## config.mk

```make
export PLATFORM = sky130hd
export DESIGN_NAME = simt_special_register_read
export DESIGN_NICKNAME = d
export VERILOG_FILES = /design/src/rtl/ssrr_pkg.sv /design/src/rtl/ssrr_ram.sv /design/src/rtl/ssrr_div.sv /design/src/rtl/ssrr_front.sv /design/src/rtl/ssrr_back.sv /design/src/rtl/simt_special_register_read.sv
export SDC_FILE = /design/constraint.sdc
export NUM_CORES = 2
export LEC_CHECK = 0
export ABC_AREA = 1
export BUFFER_PORTS_ARGS = -buffer_cell sky130_fd_sc_hd__buf_2
export CORE_MARGIN = 2
export CORE_UTILIZATION = 40
export CTS_BUF_LIST = sky130_fd_sc_hd__clkbuf_4 sky130_fd_sc_hd__clkbuf_8
export CTS_CLUSTER_DIAMETER = 50
export DETAILED_ROUTE_END_ITERATION = 8
export GPL_TIMING_DRIVEN = 0
export SETUP_SLACK_MARGIN = 0.4
export SLEW_MARGIN = 40
export SYNTH_ARGS = -nofsm -noshare
export SYNTH_HDL_FRONTEND = slang
export SYNTH_SLANG_ARGS = --single-unit
```

## constraint.sdc

```tcl
create_clock -name clk -period 6.6 [get_ports clk]
set_clock_uncertainty 0.2 [all_clocks]
set_input_delay 0.66 -clock clk [delete_from_list [all_inputs] [get_ports clk]]
set_output_delay 0.66 -clock clk [all_outputs]
set_load 0.03 [all_outputs]
```

## src/rtl/ssrr_pkg.sv

```systemverilog
`timescale 1ns / 1ps
// ----------------------------------------------------------------------------
// ssrr_pkg
// Shared types and constants of the special-register read unit.
// ----------------------------------------------------------------------------
package ssrr_pkg;

  localparam int LANES_DEF       = 32;
  localparam int BLOCK_SLOTS_DEF = 16;
  localparam int MAX_WARPS       = 64;

  localparam int DIM_XY_W   = 11;
  localparam int DIM_Z_W    = 7;
  localparam int WPB_W      = 6;
  localparam int DVS_W      = 2 * DIM_XY_W;
  localparam int CFG_IDX_W  = 2;
  localparam int CFG_DATA_W = 11;
  localparam int QDEPTH     = 2;
  localparam int QA_W       = (QDEPTH > 1) ? $clog2(QDEPTH) : 1;

  localparam logic [CFG_IDX_W-1:0] CFG_DIM_X = 2'd0;
  localparam logic [CFG_IDX_W-1:0] CFG_DIM_Y = 2'd1;
  localparam logic [CFG_IDX_W-1:0] CFG_DIM_Z = 2'd2;
  localparam logic [CFG_IDX_W-1:0] CFG_WPB   = 2'd3;

  localparam logic OP_LOAD = 1'b0;
  localparam logic OP_READ = 1'b1;

  localparam logic [2:0] SEL_TID_X  = 3'd0;
  localparam logic [2:0] SEL_TID_Y  = 3'd1;
  localparam logic [2:0] SEL_TID_Z  = 3'd2;
  localparam logic [2:0] SEL_CTA_X  = 3'd3;
  localparam logic [2:0] SEL_CTA_Y  = 3'd4;
  localparam logic [2:0] SEL_CTA_Z  = 3'd5;

  localparam logic [1:0] ST_OK       = 2'd0;
  localparam logic [1:0] ST_BAD_REG  = 2'd1;
  localparam logic [1:0] ST_BAD_SLOT = 2'd2;

  typedef enum logic [1:0] {
    K_LOAD,
    K_READ,
    K_BAD_REG,
    K_BAD_SLOT
  } kind_t;

  typedef struct packed {
    logic        op;
    logic [3:0]  slot;
    logic [30:0] block_id_x;
    logic [15:0] block_id_y;
    logic [15:0] block_id_z;
    logic [5:0]  warp;
    logic [4:0]  lane;
    logic [2:0]  reg_select;
  } in_item_t;

  typedef struct packed {
    logic [30:0] value;
    logic [1:0]  status;
  } out_result_t;

  typedef struct packed {
    kind_t       kind;
    logic [3:0]  slot;
    logic [30:0] bx;
    logic [15:0] by;
    logic [15:0] bz;
    logic [5:0]  warp;
    logic [4:0]  lane;
    logic [2:0]  sel;
  } entry_t;

  typedef struct packed {
    logic   valid;
    entry_t entry;
  } queue_head_t;

  typedef struct packed {
    logic [DIM_XY_W-1:0] dim_x;
    logic [DIM_XY_W-1:0] dim_y;
    logic [DIM_Z_W-1:0]  dim_z;
    logic [WPB_W-1:0]    wpb;
  } cfg_t;

  typedef struct packed {
    logic [30:0] bx;
    logic [15:0] by;
    logic [15:0] bz;
  } slot_ids_t;

endpackage

```

## src/rtl/ssrr_ram.sv

```systemverilog
`timescale 1ns / 1ps
// ----------------------------------------------------------------------------
// ssrr_ram
// Generic single-port-write, single-port-read RAM with registered read data.
// ----------------------------------------------------------------------------
module ssrr_ram #(
  parameter int WIDTH = 8,
  parameter int DEPTH = 16,
  parameter int AW    = (DEPTH > 1) ? $clog2(DEPTH) : 1
) (
  input  logic             clk,
  input  logic             we,
  input  logic [AW-1:0]    waddr,
  input  logic [WIDTH-1:0] wdata,
  input  logic [AW-1:0]    raddr,
  output logic [WIDTH-1:0] rdata
);

  logic [WIDTH-1:0] mem_r [DEPTH];
  logic [WIDTH-1:0] rdata_r;

  always_ff @(posedge clk) begin
    if (we) begin
      mem_r[waddr] <= wdata;
    end
    rdata_r <= mem_r[raddr];
  end

  assign rdata = rdata_r;

endmodule

```

## src/rtl/ssrr_div.sv

```systemverilog
`timescale 1ns / 1ps
// ----------------------------------------------------------------------------
// ssrr_div
// Iterative restoring divider, two quotient bits per cycle.
// ----------------------------------------------------------------------------
module ssrr_div #(
  parameter int DIV_W = 12
) (
  input  logic                     clk,
  input  logic                     rst_n,
  input  logic                     start,
  input  logic [DIV_W-1:0]         dividend,
  input  logic [ssrr_pkg::DVS_W-1:0] divisor,
  output logic                     done,
  output logic [DIV_W-1:0]         quo,
  output logic [DIV_W-1:0]         rem
);

  localparam int DVS_W = ssrr_pkg::DVS_W;
  localparam int STEPS = DIV_W / 2;
  localparam int CNT_W = $clog2(STEPS + 1);

  logic             busy_r, busy_nxt;
  logic             done_r, done_nxt;
  logic [CNT_W-1:0] cnt_r, cnt_nxt;
  logic [DVS_W:0]   rem_r, rem_nxt;
  logic [DIV_W-1:0] qd_r, qd_nxt;
  logic [DVS_W-1:0] dvs_r, dvs_nxt;

  logic [DVS_W:0]   sh_a, rem_a, sh_b, rem_b;
  logic [DIV_W-1:0] qd_a, qd_b;
  logic             ge_a, ge_b;

  // two restoring steps
  always_comb begin
    sh_a  = {rem_r[DVS_W-1:0], qd_r[DIV_W-1]};
    ge_a  = sh_a >= {1'b0, dvs_r};
    rem_a = ge_a ? (sh_a - {1'b0, dvs_r}) : sh_a;
    qd_a  = {qd_r[DIV_W-2:0], ge_a};
    sh_b  = {rem_a[DVS_W-1:0], qd_a[DIV_W-1]};
    ge_b  = sh_b >= {1'b0, dvs_r};
    rem_b = ge_b ? (sh_b - {1'b0, dvs_r}) : sh_b;
    qd_b  = {qd_a[DIV_W-2:0], ge_b};
  end

  always_comb begin
    busy_nxt = busy_r;
    done_nxt = 1'b0;
    cnt_nxt  = cnt_r;
    rem_nxt  = rem_r;
    qd_nxt   = qd_r;
    dvs_nxt  = dvs_r;
    if (start) begin
      busy_nxt = 1'b1;
      cnt_nxt  = CNT_W'(STEPS);
      rem_nxt  = '0;
      qd_nxt   = dividend;
      dvs_nxt  = divisor;
    end else if (busy_r) begin
      rem_nxt = rem_b;
      qd_nxt  = qd_b;
      cnt_nxt = cnt_r - CNT_W'(1);
      if (cnt_r == CNT_W'(1)) begin
        busy_nxt = 1'b0;
        done_nxt = 1'b1;
      end
    end
  end

  always_ff @(posedge clk) begin
    if (!rst_n) begin
      busy_r <= 1'b0;
      done_r <= 1'b0;
      cnt_r  <= '0;
    end else begin
      busy_r <= busy_nxt;
      done_r <= done_nxt;
      cnt_r  <= cnt_nxt;
    end
    rem_r <= rem_nxt;
    qd_r  <= qd_nxt;
    dvs_r <= dvs_nxt;
  end

  assign done = done_r;
  assign quo  = qd_r;
  assign rem  = rem_r[DIV_W-1:0];

endmodule

```

## src/rtl/ssrr_front.sv

```systemverilog
`timescale 1ns / 1ps
// ----------------------------------------------------------------------------
// ssrr_front
// Accepts items, sorts them by kind and queues them for the back end; loads to an out-of-range slot are dropped.
// ----------------------------------------------------------------------------
module ssrr_front #(
  parameter int BLOCK_SLOTS = ssrr_pkg::BLOCK_SLOTS_DEF
) (
  input  logic                   clk,
  input  logic                   rst_n,
  input  logic                   start,
  input  ssrr_pkg::in_item_t     in_item,
  input  logic                   pop,
  output logic                   busy,
  output ssrr_pkg::queue_head_t  head
);

  localparam int QDEPTH = ssrr_pkg::QDEPTH;
  localparam int QA_W   = ssrr_pkg::QA_W;
  localparam int QC_W   = $clog2(QDEPTH + 1);

  ssrr_pkg::entry_t mem_r [QDEPTH];
  logic [QA_W-1:0]  wr_ptr_r, wr_ptr_nxt;
  logic [QA_W-1:0]  rd_ptr_r, rd_ptr_nxt;
  logic [QC_W-1:0]  cnt_r, cnt_nxt;

  ssrr_pkg::entry_t entry;
  logic             accept;
  logic             push;
  logic             load_ok;

  // classify
  always_comb begin
    load_ok     = 32'(in_item.slot) < 32'(BLOCK_SLOTS);
    entry.slot  = in_item.slot;
    entry.bx    = in_item.block_id_x;
    entry.by    = in_item.block_id_y;
    entry.bz    = in_item.block_id_z;
    entry.warp  = in_item.warp;
    entry.lane  = in_item.lane;
    entry.sel   = in_item.reg_select;
    if (in_item.op == ssrr_pkg::OP_LOAD) begin
      entry.kind = ssrr_pkg::K_LOAD;
    end else if (in_item.reg_select > ssrr_pkg::SEL_CTA_Z) begin
      entry.kind = ssrr_pkg::K_BAD_REG;
    end else if (32'(in_item.warp) >= 32'(ssrr_pkg::MAX_WARPS)) begin
      entry.kind = ssrr_pkg::K_BAD_SLOT;
    end else begin
      entry.kind = ssrr_pkg::K_READ;
    end
  end

  assign busy   = (cnt_r == QC_W'(QDEPTH));
  assign accept = start && !busy;
  // out-of-range loads are dropped here
  assign push   = accept && ((in_item.op == ssrr_pkg::OP_READ) || load_ok);

  always_comb begin
    wr_ptr_nxt = wr_ptr_r;
    rd_ptr_nxt = rd_ptr_r;
    cnt_nxt    = cnt_r;
    if (push) begin
      wr_ptr_nxt = (wr_ptr_r == QA_W'(QDEPTH - 1)) ? '0 : wr_ptr_r + QA_W'(1);
    end
    if (pop) begin
      rd_ptr_nxt = (rd_ptr_r == QA_W'(QDEPTH - 1)) ? '0 : rd_ptr_r + QA_W'(1);
    end
    if (push && !pop) begin
      cnt_nxt = cnt_r + QC_W'(1);
    end else if (pop && !push) begin
      cnt_nxt = cnt_r - QC_W'(1);
    end
  end

  always_ff @(posedge clk) begin
    if (!rst_n) begin
      wr_ptr_r <= '0;
      rd_ptr_r <= '0;
      cnt_r    <= '0;
    end else begin
      wr_ptr_r <= wr_ptr_nxt;
      rd_ptr_r <= rd_ptr_nxt;
      cnt_r    <= cnt_nxt;
    end
    if (push) begin
      mem_r[wr_ptr_r] <= entry;
    end
  end

  assign head.valid = (cnt_r != '0);
  assign head.entry = mem_r[rd_ptr_r];

endmodule

```

## src/rtl/ssrr_back.sv

```systemverilog
`timescale 1ns / 1ps
// ----------------------------------------------------------------------------
// ssrr_back
// Executes queued items: slot table writes, index divisions, table reads, error results.
// ----------------------------------------------------------------------------
module ssrr_back #(
  parameter int LANES       = ssrr_pkg::LANES_DEF,
  parameter int BLOCK_SLOTS = ssrr_pkg::BLOCK_SLOTS_DEF
) (
  input  logic                   clk,
  input  logic                   rst_n,
  input  ssrr_pkg::cfg_t         cfg,
  input  ssrr_pkg::queue_head_t  head,
  output logic                   pop,
  output logic                   out_valid,
  output ssrr_pkg::out_result_t  out_result
);

  localparam int IDX_W   = $clog2(64 * LANES + 32);
  localparam int DIV_W   = IDX_W + (IDX_W % 2);
  localparam int DVS_W   = ssrr_pkg::DVS_W;
  localparam int XY_W    = ssrr_pkg::DIM_XY_W;
  localparam int WPB_W   = ssrr_pkg::WPB_W;
  localparam int SLOT_AW = (BLOCK_SLOTS > 1) ? $clog2(BLOCK_SLOTS) : 1;
  localparam int WORD_W  = $bits(ssrr_pkg::slot_ids_t);

  typedef enum logic [2:0] {
    S_IDLE,
    S_SLOT,
    S_MEM,
    S_DIV_A,
    S_DIV_B
  } state_t;

  state_t                state_r, state_nxt;
  ssrr_pkg::entry_t      item_r, item_nxt;
  logic                  out_valid_r, out_valid_nxt;
  ssrr_pkg::out_result_t out_result_r, out_result_nxt;
  logic [DVS_W-1:0]      dxy_r, dxy_nxt;

  logic                  div_start;
  logic [DIV_W-1:0]      div_dividend;
  logic [DVS_W-1:0]      div_divisor;
  logic                  div_done;
  logic [DIV_W-1:0]      div_quo;
  logic [DIV_W-1:0]      div_rem;

  logic                  ram_we;
  logic [SLOT_AW-1:0]    ram_waddr;
  ssrr_pkg::slot_ids_t   ram_wdata;
  logic [SLOT_AW-1:0]    ram_raddr;
  logic [WORD_W-1:0]     ram_rdata;
  ssrr_pkg::slot_ids_t   rd_ids;

  logic [XY_W-1:0]       dx, dy;
  logic [ssrr_pkg::DIM_Z_W-1:0] dz;
  logic [WPB_W-1:0]      wpb;
  logic [IDX_W-1:0]      idx;
  logic                  slot_ok;

  // zero dimensions act as one
  assign dx  = (cfg.dim_x == '0) ? XY_W'(1) : cfg.dim_x;
  assign dy  = (cfg.dim_y == '0) ? XY_W'(1) : cfg.dim_y;
  assign dz  = (cfg.dim_z == '0) ? ssrr_pkg::DIM_Z_W'(1) : cfg.dim_z;
  assign wpb = (cfg.wpb == '0) ? WPB_W'(1) : cfg.wpb;

  assign dxy_nxt = DVS_W'(dx) * DVS_W'(dy);
  assign idx     = IDX_W'(IDX_W'(div_rem[WPB_W-1:0]) * IDX_W'(LANES))
                   + IDX_W'(item_r.lane);
  assign slot_ok = 32'(div_quo) < 32'(BLOCK_SLOTS);
  assign rd_ids  = ssrr_pkg::slot_ids_t'(ram_rdata);

  assign ram_waddr    = SLOT_AW'(head.entry.slot);
  assign ram_wdata.bx = head.entry.bx;
  assign ram_wdata.by = head.entry.by;
  assign ram_wdata.bz = head.entry.bz;
  assign ram_raddr    = SLOT_AW'(div_quo);

  always_comb begin
    state_nxt      = state_r;
    item_nxt       = item_r;
    out_valid_nxt  = 1'b0;
    out_result_nxt = out_result_r;
    pop            = 1'b0;
    ram_we         = 1'b0;
    div_start      = 1'b0;
    div_dividend   = DIV_W'(head.entry.warp);
    div_divisor    = DVS_W'(wpb);
    unique case (state_r)
      S_IDLE: begin
        if (head.valid) begin
          pop      = 1'b1;
          item_nxt = head.entry;
          unique case (head.entry.kind)
            ssrr_pkg::K_LOAD: begin
              ram_we = 1'b1;
            end
            ssrr_pkg::K_BAD_REG: begin
              out_valid_nxt         = 1'b1;
              out_result_nxt.value  = '0;
              out_result_nxt.status = ssrr_pkg::ST_BAD_REG;
            end
            ssrr_pkg::K_BAD_SLOT: begin
              out_valid_nxt         = 1'b1;
              out_result_nxt.value  = '0;
              out_result_nxt.status = ssrr_pkg::ST_BAD_SLOT;
            end
            ssrr_pkg::K_READ: begin
              div_start = 1'b1;
              state_nxt = S_SLOT;
            end
          endcase
        end
      end
      S_SLOT: begin
        if (div_done) begin
          if (!slot_ok) begin
            out_valid_nxt         = 1'b1;
            out_result_nxt.value  = '0;
            out_result_nxt.status = ssrr_pkg::ST_BAD_SLOT;
            state_nxt             = S_IDLE;
          end else if (item_r.sel >= ssrr_pkg::SEL_CTA_X) begin
            state_nxt = S_MEM;
          end else begin
            div_start    = 1'b1;
            div_dividend = DIV_W'(idx);
            div_divisor  = (item_r.sel == ssrr_pkg::SEL_TID_Z) ? dxy_r : DVS_W'(dx);
            state_nxt    = S_DIV_A;
          end
        end
      end
      S_MEM: begin
        out_valid_nxt         = 1'b1;
        out_result_nxt.status = ssrr_pkg::ST_OK;
        unique case (item_r.sel)
          ssrr_pkg::SEL_CTA_X: out_result_nxt.value = rd_ids.bx;
          ssrr_pkg::SEL_CTA_Y: out_result_nxt.value = 31'(rd_ids.by);
          default:             out_result_nxt.value = 31'(rd_ids.bz);
        endcase
        state_nxt = S_IDLE;
      end
      S_DIV_A: begin
        if (div_done) begin
          if (item_r.sel == ssrr_pkg::SEL_TID_X) begin
            out_valid_nxt         = 1'b1;
            out_result_nxt.value  = 31'(div_rem);
            out_result_nxt.status = ssrr_pkg::ST_OK;
            state_nxt             = S_IDLE;
          end else begin
            div_start    = 1'b1;
            div_dividend = div_quo;
            div_divisor  = (item_r.sel == ssrr_pkg::SEL_TID_Y) ? DVS_W'(dy) : DVS_W'(dz);
            state_nxt    = S_DIV_B;
          end
        end
      end
      S_DIV_B: begin
        if (div_done) begin
          out_valid_nxt         = 1'b1;
          out_result_nxt.value  = 31'(div_rem);
          out_result_nxt.status = ssrr_pkg::ST_OK;
          state_nxt             = S_IDLE;
        end
      end
      default: begin
        state_nxt = S_IDLE;
      end
    endcase
  end

  always_ff @(posedge clk) begin
    if (!rst_n) begin
      state_r     <= S_IDLE;
      out_valid_r <= 1'b0;
    end else begin
      state_r     <= state_nxt;
      out_valid_r <= out_valid_nxt;
    end
    item_r       <= item_nxt;
    out_result_r <= out_result_nxt;
    dxy_r        <= dxy_nxt;
  end

  assign out_valid  = out_valid_r;
  assign out_result = out_result_r;

  ssrr_div #(
    .DIV_W (DIV_W)
  ) u_div (
    .clk      (clk),
    .rst_n    (rst_n),
    .start    (div_start),
    .dividend (div_dividend),
    .divisor  (div_divisor),
    .done     (div_done),
    .quo      (div_quo),
    .rem      (div_rem)
  );

  ssrr_ram #(
    .WIDTH (WORD_W),
    .DEPTH (BLOCK_SLOTS)
  ) u_slot_ram (
    .clk   (clk),
    .we    (ram_we),
    .waddr (ram_waddr),
    .wdata (ram_wdata),
    .raddr (ram_raddr),
    .rdata (ram_rdata)
  );

endmodule

```

## src/rtl/simt_special_register_read.sv

```systemverilog
`timescale 1ns / 1ps
// ----------------------------------------------------------------------------
// simt_special_register_read
// Special-register read unit: thread index and block id of a warp's lane.
// ----------------------------------------------------------------------------
// Items enter on start when busy is low and wait in a two-entry queue; busy
// is high only while that queue is full. A load is written to the slot table
// as it leaves the queue and gives no result. A read of an invalid register or
// of an out-of-range warp is answered from the result register as it leaves
// the queue. Other reads first divide the warp by warps_per_block in the
// shared radix-4 divider, which is IDX_W bits wide rounded up to even, with
// IDX_W = clog2(64*LANES+32), so 12 with 32 lanes. A slot out of range then
// answers as soon as that division is done, a block id read goes on to the
// slot RAM, tid.x takes one more divider pass and tid.y or tid.z two. Every
// result also waits behind earlier items in the queue. Each result appears
// for exactly one cycle on out_valid and must be taken then; the receiver
// cannot hold it off.
// ----------------------------------------------------------------------------
module simt_special_register_read #(
  parameter int LANES       = ssrr_pkg::LANES_DEF,
  parameter int BLOCK_SLOTS = ssrr_pkg::BLOCK_SLOTS_DEF
) (
  input  logic                               clk,
  input  logic                               rst_n,
  input  logic                               start,
  output logic                               busy,
  input  ssrr_pkg::in_item_t                 in_item,
  output logic                               out_valid,
  output ssrr_pkg::out_result_t              out_result,
  input  logic                               cfg_valid,
  output logic                               cfg_ready,
  input  logic [ssrr_pkg::CFG_IDX_W-1:0]     cfg_index,
  input  logic [ssrr_pkg::CFG_DATA_W-1:0]    cfg_data
);

  ssrr_pkg::cfg_t        cfg_r, cfg_nxt;
  ssrr_pkg::queue_head_t head;
  logic                  pop;

  assign cfg_ready = 1'b1;

  always_comb begin
    cfg_nxt = cfg_r;
    if (cfg_valid && cfg_ready) begin
      unique case (cfg_index)
        ssrr_pkg::CFG_DIM_X: cfg_nxt.dim_x = cfg_data[ssrr_pkg::DIM_XY_W-1:0];
        ssrr_pkg::CFG_DIM_Y: cfg_nxt.dim_y = cfg_data[ssrr_pkg::DIM_XY_W-1:0];
        ssrr_pkg::CFG_DIM_Z: cfg_nxt.dim_z = cfg_data[ssrr_pkg::DIM_Z_W-1:0];
        ssrr_pkg::CFG_WPB:   cfg_nxt.wpb   = cfg_data[ssrr_pkg::WPB_W-1:0];
        default:             cfg_nxt       = cfg_r;
      endcase
    end
  end

  always_ff @(posedge clk) begin
    if (!rst_n) begin
      cfg_r.dim_x <= ssrr_pkg::DIM_XY_W'(1);
      cfg_r.dim_y <= ssrr_pkg::DIM_XY_W'(1);
      cfg_r.dim_z <= ssrr_pkg::DIM_Z_W'(1);
      cfg_r.wpb   <= ssrr_pkg::WPB_W'(1);
    end else begin
      cfg_r <= cfg_nxt;
    end
  end

  ssrr_front #(
    .BLOCK_SLOTS (BLOCK_SLOTS)
  ) u_front (
    .clk     (clk),
    .rst_n   (rst_n),
    .start   (start),
    .in_item (in_item),
    .pop     (pop),
    .busy    (busy),
    .head    (head)
  );

  ssrr_back #(
    .LANES       (LANES),
    .BLOCK_SLOTS (BLOCK_SLOTS)
  ) u_back (
    .clk        (clk),
    .rst_n      (rst_n),
    .cfg        (cfg_r),
    .head       (head),
    .pop        (pop),
    .out_valid  (out_valid),
    .out_result (out_result)
  );

`ifndef ASSERT_OFF
  // error transfers carry a zero value
  a_err_value_zero: assert property (@(posedge clk) disable iff (!rst_n)
    (out_valid && (out_result.status != ssrr_pkg::ST_OK)) |-> (out_result.value == '0))
    else $error("error result with nonzero value");

  // only defined status codes leave the block
  a_status_legal: assert property (@(posedge clk) disable iff (!rst_n)
    out_valid |-> ((out_result.status == ssrr_pkg::ST_OK) ||
                   (out_result.status == ssrr_pkg::ST_BAD_REG) ||
                   (out_result.status == ssrr_pkg::ST_BAD_SLOT)))
    else $error("undefined status code");

  // reset empties the queue and clears the result strobe
  a_reset_clear: assert property (@(posedge clk)
    !rst_n |=> (!busy && !out_valid))
    else $error("busy or result after reset");
`endif

endmodule

```

# Yosys cells after proc, flatten, opt, wreduce, memory -nomap -nowiden
# Memories as Yosys holds them, arrays and structs flattened. A register that Yosys moved wholly into a read port is not among the register bits.
# Index checks and enable logic that the tools add are counted.
dict set report word_totals {
  register_bits 167
  latch_bits 0
  mem_bits_rw 1174
  rom_bits 0
  inputBits 99
  out_inout_bits 36
  word_cells 172
  mem_count 2
}
# memory depth word_bits rd rd_ports_with_merged_regs wr line_no
set mem_list {}
lappend mem_list {u_back.u_slot_ram.mem_r 16 63 1 1 1 ssrr_ram.sv:19} ;# logic [WIDTH-1:0] mem_r [DEPTH];
lappend mem_list {u_front.mem_r 2 83 1 1 1 ssrr_front.sv:22} ;# ssrr_pkg::entry_t mem_r [QDEPTH];
dict set report classes {
  add_sub_neg 8
  multipliers 1
  div_mod_pow 0
  n_lt_le_gt_ge 5
  n_eq_ne 25
  shifts 0
  muxes 79
  bitwise_logic 2
  reduce_logical 29
}
# operator n
set ops {}
lappend ops {{33-bit two-way mux} 6}
lappend ops {{22-bit two-way mux} 8}
lappend ops {{33-bit one-hot mux with 5 select lines} 1}
lappend ops {{12-bit two-way mux} 7}
lappend ops {{33-bit one-hot mux with 2 select lines} 1}
lappend ops {{31-bit one-hot mux with 2 select lines} 1}
lappend ops {{23-bit by 22-bit >= comparator with 1-bit output} 2}
lappend ops {{22-bit one-hot mux with 2 select lines} 1}
lappend ops {{22-bit subtractor} 2}
lappend ops {{11-bit two-way mux} 3}
lappend ops {{1-bit two-way mux} 32}
lappend ops {{3-bit two-way mux} 9}
lappend ops {{12-bit one-hot mux with 2 select lines} 1}
lappend ops {{11-bit logical NOT} 2}
lappend ops {{11-bit by 11-bit multiplier with 22-bit output} 1}
lappend ops {{11-bit by 5-bit adder with 12-bit output} 1}
lappend ops {{3-bit by 2-bit equality test with 1-bit output, second input constant} 4}
lappend ops {{12-bit by 5-bit less-than comparator with 1-bit output, second input constant} 1}
lappend ops {{2-bit inequality test, second input constant} 6}
lappend ops {{3-bit one-hot mux with 4 select lines} 1}
lappend ops {{2-bit AND reduction} 6}
lappend ops {{2-bit equality test, second input constant} 5}
lappend ops {{3-bit by 1-bit equality test with 1-bit output, second input constant} 3}
lappend ops {{2-bit two-way mux} 4}
lappend ops {{other kinds (28)} 41}

# Longest topological paths before layout
dict set report logic_depth {
  ltp_word 7
  mapped_depth 33
}

# Modules after synthesis
# A second synthesis with hierarchy kept.
dict set report unflattened {
  hier_cells 6629
  hier_area_um2 66455.0
}
# module instances cells_each area_each_um2 seq_area_each_um2
set by_module_without_submodules {}
lappend by_module_without_submodules {ssrr_ram 1 4145 44561.5 31530.2}
lappend by_module_without_submodules {ssrr_back 1 1143 8226.6 1751.7}
lappend by_module_without_submodules {ssrr_front 1 298 6588.8 5084.9}
lappend by_module_without_submodules {ssrr_div 1 819 5605.4 1561.5}
lappend by_module_without_submodules {simt_special_register_read 1 224 1472.7 700.7}

# Least setup slack after synthesis
# Ideal clock, no wire load.
dict set report synth_path {
  path_type {in2reg}
  startpoint {in start}
  endpoint {mem u_front.mem_r[1][0] (netlist bit) (enable)}
  setup_ns 0.527
  arrival_time_ns 4.284
  required_time_ns 5.873
  path_slack_ns 1.589
  cell_stages 2
  path_buffers 0
  path_cell_list {o21ai_0 nor2_1}
}
dict set report synth_between {
  elab_chain_len 3
}
# item line_no
set synth_rtl {}
lappend synth_rtl {{start: declaration} simt_special_register_read.sv:25} ;# input logic start,
lappend synth_rtl {{1-bit logical AND} ssrr_front.sv:54} ;# assign accept = start && !busy;
lappend synth_rtl {{1-bit two-way mux} ssrr_front.sv:85} ;# if (push) begin
lappend synth_rtl {{1-bit two-way mux (not written as such)} ssrr_front.sv:86} ;# mem_r[wr_ptr_r] <= entry;
lappend synth_rtl {{end: declaration} ssrr_front.sv:22}
# Every way passes these cells.

# Final worst setup path
dict set report layout_path {
  startpoint {reg cfg_r[29] (netlist bit)}
  endpoint {reg u_back.dxy_r[15]}
}
dict set report layout_between {
  elab_chain_len 3
}
# item line_no
set layout_rtl {}
lappend layout_rtl {{start: declaration} simt_special_register_read.sv:36} ;# ssrr_pkg::cfg_t cfg_r, cfg_nxt;
lappend layout_rtl {{start signal: assignment} simt_special_register_read.sv:62} ;# cfg_r <= cfg_nxt;
lappend layout_rtl {{11-bit logical NOT} ssrr_back.sv:62} ;# assign dx = (cfg.dim_x == '0) ? XY_W'(1) : cfg.dim_x;
lappend layout_rtl {{11-bit two-way mux *} ssrr_back.sv:62}
lappend layout_rtl {{11-bit by 11-bit multiplier with 22-bit output *} ssrr_back.sv:67} ;# assign dxy_nxt = DVS_W'(dx) * DVS_W'(dy);
lappend layout_rtl {{net u_back.dxy_nxt[15]} ssrr_back.sv:39} ;# logic [DVS_W-1:0] dxy_r, dxy_nxt;
lappend layout_rtl {{end signal: assignment} ssrr_back.sv:181} ;# dxy_r <= dxy_nxt;
lappend layout_rtl {{end: declaration} ssrr_back.sv:39}
# The timed path passes the listed nets; every way through them passes the cells marked *.
# A chain may end at the register's enable or synchronous reset.

==> key figures <==
Critical path
  – Critical Path Sink Type: flip-flop
  – Reg2Reg Launch Point: cfg_r[29]
  – CP dominant cell by count: fa_1
  – CP arrival: 6270 ps
  – Flop2flop setup slack: 950 ps
  – Slowest cell on crit path: fa_1
  – Setup crit start: cfg_r[29]
  – Critical path data required time: 7220 ps
  – Crit-path max FO: 10
  – Critical path launch point type: flip-flop
  – Worst path max stage delay: 550 ps
  – Worst path cell trace: clkbuf_1 -> nand2_1 -> fa_1 -> fa_1 -> inv_1 -> fa_1 -> fa_1 -> inv_1 -> fa_1 -> inv_1 -> ha_1 -> a21o_1 -> a21oi_1 -> o21bai_1 -> a21oi_1 -> o21ai_0 -> nand2_1 -> nand2_1 -> xor2_1
  – Crit Path Class: flip-flop to flip-flop

GRT
  – Initial antenna violation count: 5
  – Gr usage total: 0.233
  – Vias in the first global route: 40,900
  – First-pass GRT wire length: 268,000 um
  – Pin count of the biggest net entering global routing: 32
  – Total gr overflow: 0

Route
  – Final wirelength: 185,000 um
  – DR DRC count: 0
  – DRT antenna net count: 0
  – DR vias/cell: 5.31
  – Drt pass-1 iters: 6
  – Iteration-0 DRC count of the detailed router: 4,245
  – Total number of vias: 42,000
  – DR WL/cell: 23.5 um

Timing
  – Final Slew Violations: 0
  – Slew HR: 0.370
  – Max Fclk: 0.177 GHz
  – Final setup vio count: 0
  – WHS: 212 ps
  – Setup ws final: 953 ps
  – Worst Tran Pin Value: 945 ps
  – RSZ-0062 raised after global routing: no
  – Fin. Hold Viols: 0
  – Period minus WS final: 5650 ps
  – Ratio of final minimum period to clock period: 0.856

Yosys
  – Post-Syn Area per Cell: 12.0 um2
  – Largest area contributor in the netlist: edfxtp_1
  – Seq cells post-synth: 1,405
  – Sequential area share after synthesis: 0.663
  – Post-synth cell types: 53
  – Synth Instances: 5,102
  – Post-synth EDFFs: 1,249
  – Yosys top cell area share: 0.612
  – Leading register cell type out of synthesis: edfxtp_1
  – Ys Warns: 0
  – Synth top area cells: edfxtp_1 61%, dfxtp_1 5.1%, nand2_1 4.9%
  – Syn nets: 5,390
  – Syn Std Cell Area: 61,300 um2
  – Async SR Flop Fraction: 0

Clocking
  – Num Clock Sinks: 1,405
  – Skew-Pair Late Insertion Delay: 980 ps
  – CTS max path bufs: 3
  – CTS tree: built
  – CTS root buffer: clkbuf_8
  – Clock transition at path regs: 60 ps
  – H-tree levels: 4
  – TritonCTS Buffers: 226

Pwr
  – Total Power: 30.1 mW
  – Pwr Density: 415 nW/um2
  – Peak VDD IR: 0.000240 V
  – Lkg Pwr: 28.5 nW

Placed design
  – I/O Buffers: 133
  – HPWL Detailed: 131,000 um
  – Final GP Congestion: 0.886
  – Place WS: 918 ps
  – Post-DP Area: 66,700 um2
  – Placed cell count: 7,371

Job
  – Max_cap viols: 0

Cells and area
  – Filler cells: 13,700
  – Final Instance Area: 72,500 um2
  – P&R area growth vs syn: 18.3%
  – # nets final: 5,960
  – Layout cells sized above 1: 0.133
  – Cell Count, Final, Fillers Out: 7,897

Floorplanning
  – Die span in y: 395 um
  – Io pins: 135
  – Core area: 152,000 um2
  – Die width: 395 um
  – Die ar.: 156,000 um2
  – Initial Util: 0.403
  – Site Rows: 143

Min path
  – Hold_sp: in_item[55]
  – Hold crit path type: input port to flip-flop

Status
  – Status: completed
-- state kept, by name, indices dropped and copies added (netlist names), 8 cells and up, named ones only --
| signal | flops |
|---|---|
| u_back.u_slot_ram.mem_r | 1008 |
| u_front.mem_r | 166 |
| u_back.u_slot_ram.rdata | 63 |
| cfg_r | 35 |
| u_back.out_result | 33 |
| u_back.dxy_r | 22 |
| u_back.u_div.dvs_r | 22 |
| u_back.u_div.rem_r | 22 |
| u_back.u_div.quo | 12 |
| u_back.item_r | 8 |
-- power breakdown --
group / internal (mW) / switching [mW] / total [mW]
clock network: 4.30 / 3.56 / 7.85
registers: 11.5 / 0.346 / 11.8
logic: 2.84 / 7.57 / 10.4
total: 18.6 / 11.5 / 30.1
-- what timing repair did --
| action | in CTS | in global routing |
|---|---|---|
| setup buffers | 0 | 0 |
| endpoints found under the hold margin | 203 | 0 |
| gates resized for setup | 0 | 0 |
| hold buffers | 102 | 0 |
-- logic make-up after synthesis --
kind of cell,after synthesis,share of synthesized area
adder cells (fa/ha/maj),189,0.0486
buffers and inverters,898,0.0566
other,1,0.0000612
XOR/XNOR,48,0.00686
AO/OA/AOI/OAI,1115,0.103
multiplexers,253,0.0413
AND/OR/NAND/NOR,1193,0.0804
flip-flops,1405,0.663
-- cell type report --
class                           instances  area [um2]  share of cell area
Tap cell                             2030        2540              0.0350
Clock inverter                         57         524             0.00723
Inverter                              649        2440              0.0336
Clock buffer                          361        4280              0.0590
Multi-Input combinational cell       2799       17400               0.239
Sequential cell                      1405       40600               0.560
Antenna cell                            5        12.5            0.000172
Timing Repair Buffer                  342        3680              0.0507
Buffer                                249        1080              0.0149
-- cell usage after synthesis (19+ instances only) --
| library cell | n |
|---|---|
| buf_2 | 40 |
| dfxtp_1 | 156 |
| clkbuf_1 | 182 |
| nand2_1 | 803 |
| xnor2_1 | 20 |
| o21ai_0 | 436 |
| nor3_1 | 19 |
| o211ai_1 | 263 |
| xor2_1 | 28 |
| fa_1 | 82 |
| ha_1 | 107 |
| edfxtp_1 | 1249 |
| inv_1 | 635 |
| nor2_1 | 141 |
| a21oi_1 | 369 |
| mux2i_1 | 253 |
| nand3_1 | 166 |
-- final timing paths --
check,to,cells after the start
worst max-delay path,u_back.dxy_r[15],19
worst max register to register,u_back.dxy_r[15],19
worst min register to register,u_front.rd_ptr_r,1
worst min-delay path,u_front.mem_r[1][55],2
-- through the flow --
stage	util	TNS, ps
after global placement	0.424	-2711930
after detailed placement	0.438	0
after CTS	0.477	0
final	0.477	0
after global routing	0.477	0
after floorplan	-	0
-- worst max-delay path, delay by kind of cell (launching register included) --
kind	cells	cell delay, ps
buffers and inverters	4	690
flip-flops	1	510
adder cells (fa/ha/maj)	6	2720
AO/OA/AOI/OAI	5	970
AND/OR/NAND/NOR	3	310
XOR/XNOR	1	150
-- per-layer routing --
layer  wire (um)  GRT usage
met4        6080     0.0822
met5          40          0
met3       14800     0.0401
met1       76200      0.311
met2       88300      0.385
-- cell usage in the layout, fill, tap and decap left out, types with 5 or more instances in the layout --
| cell | count |
|---|---|
| dfxtp_1 | 156 |
| dlygate4sd3_1 | 102 |
| nand2_1 | 803 |
| clkinv_1 | 24 |
| edfxtp_1 | 1249 |
| nor3b_1 | 11 |
| clkbuf_4 | 112 |
| nor4_1 | 5 |
| a21oi_1 | 369 |
| clkbuf_1 | 148 |
| xnor2_1 | 20 |
| clkinv_2 | 13 |
| xor2_1 | 28 |
| nand3_1 | 166 |
| inv_2 | 11 |
| clkbuf_2 | 32 |
| nor2_4 | 20 |
| o31ai_1 | 5 |
| nor2_1 | 122 |
| o211ai_1 | 263 |
| o22ai_1 | 8 |
| nor3_1 | 18 |
| buf_8 | 57 |
| or2_2 | 5 |
| clkbuf_8 | 251 |
| o21bai_1 | 10 |
| nand4_1 | 16 |
| diode_2 | 5 |
| nor2_2 | 7 |
| buf_4 | 10 |
| o21ai_0 | 436 |
| a31oi_1 | 5 |
| mux2i_1 | 253 |
| buf_1 | 14 |
| inv_1 | 635 |
| a21o_1 | 5 |
| ha_1 | 107 |
| buf_16 | 39 |
| buf_2 | 185 |
| fa_1 | 82 |
No activity file was read; power rests on OpenSTA's default activity.
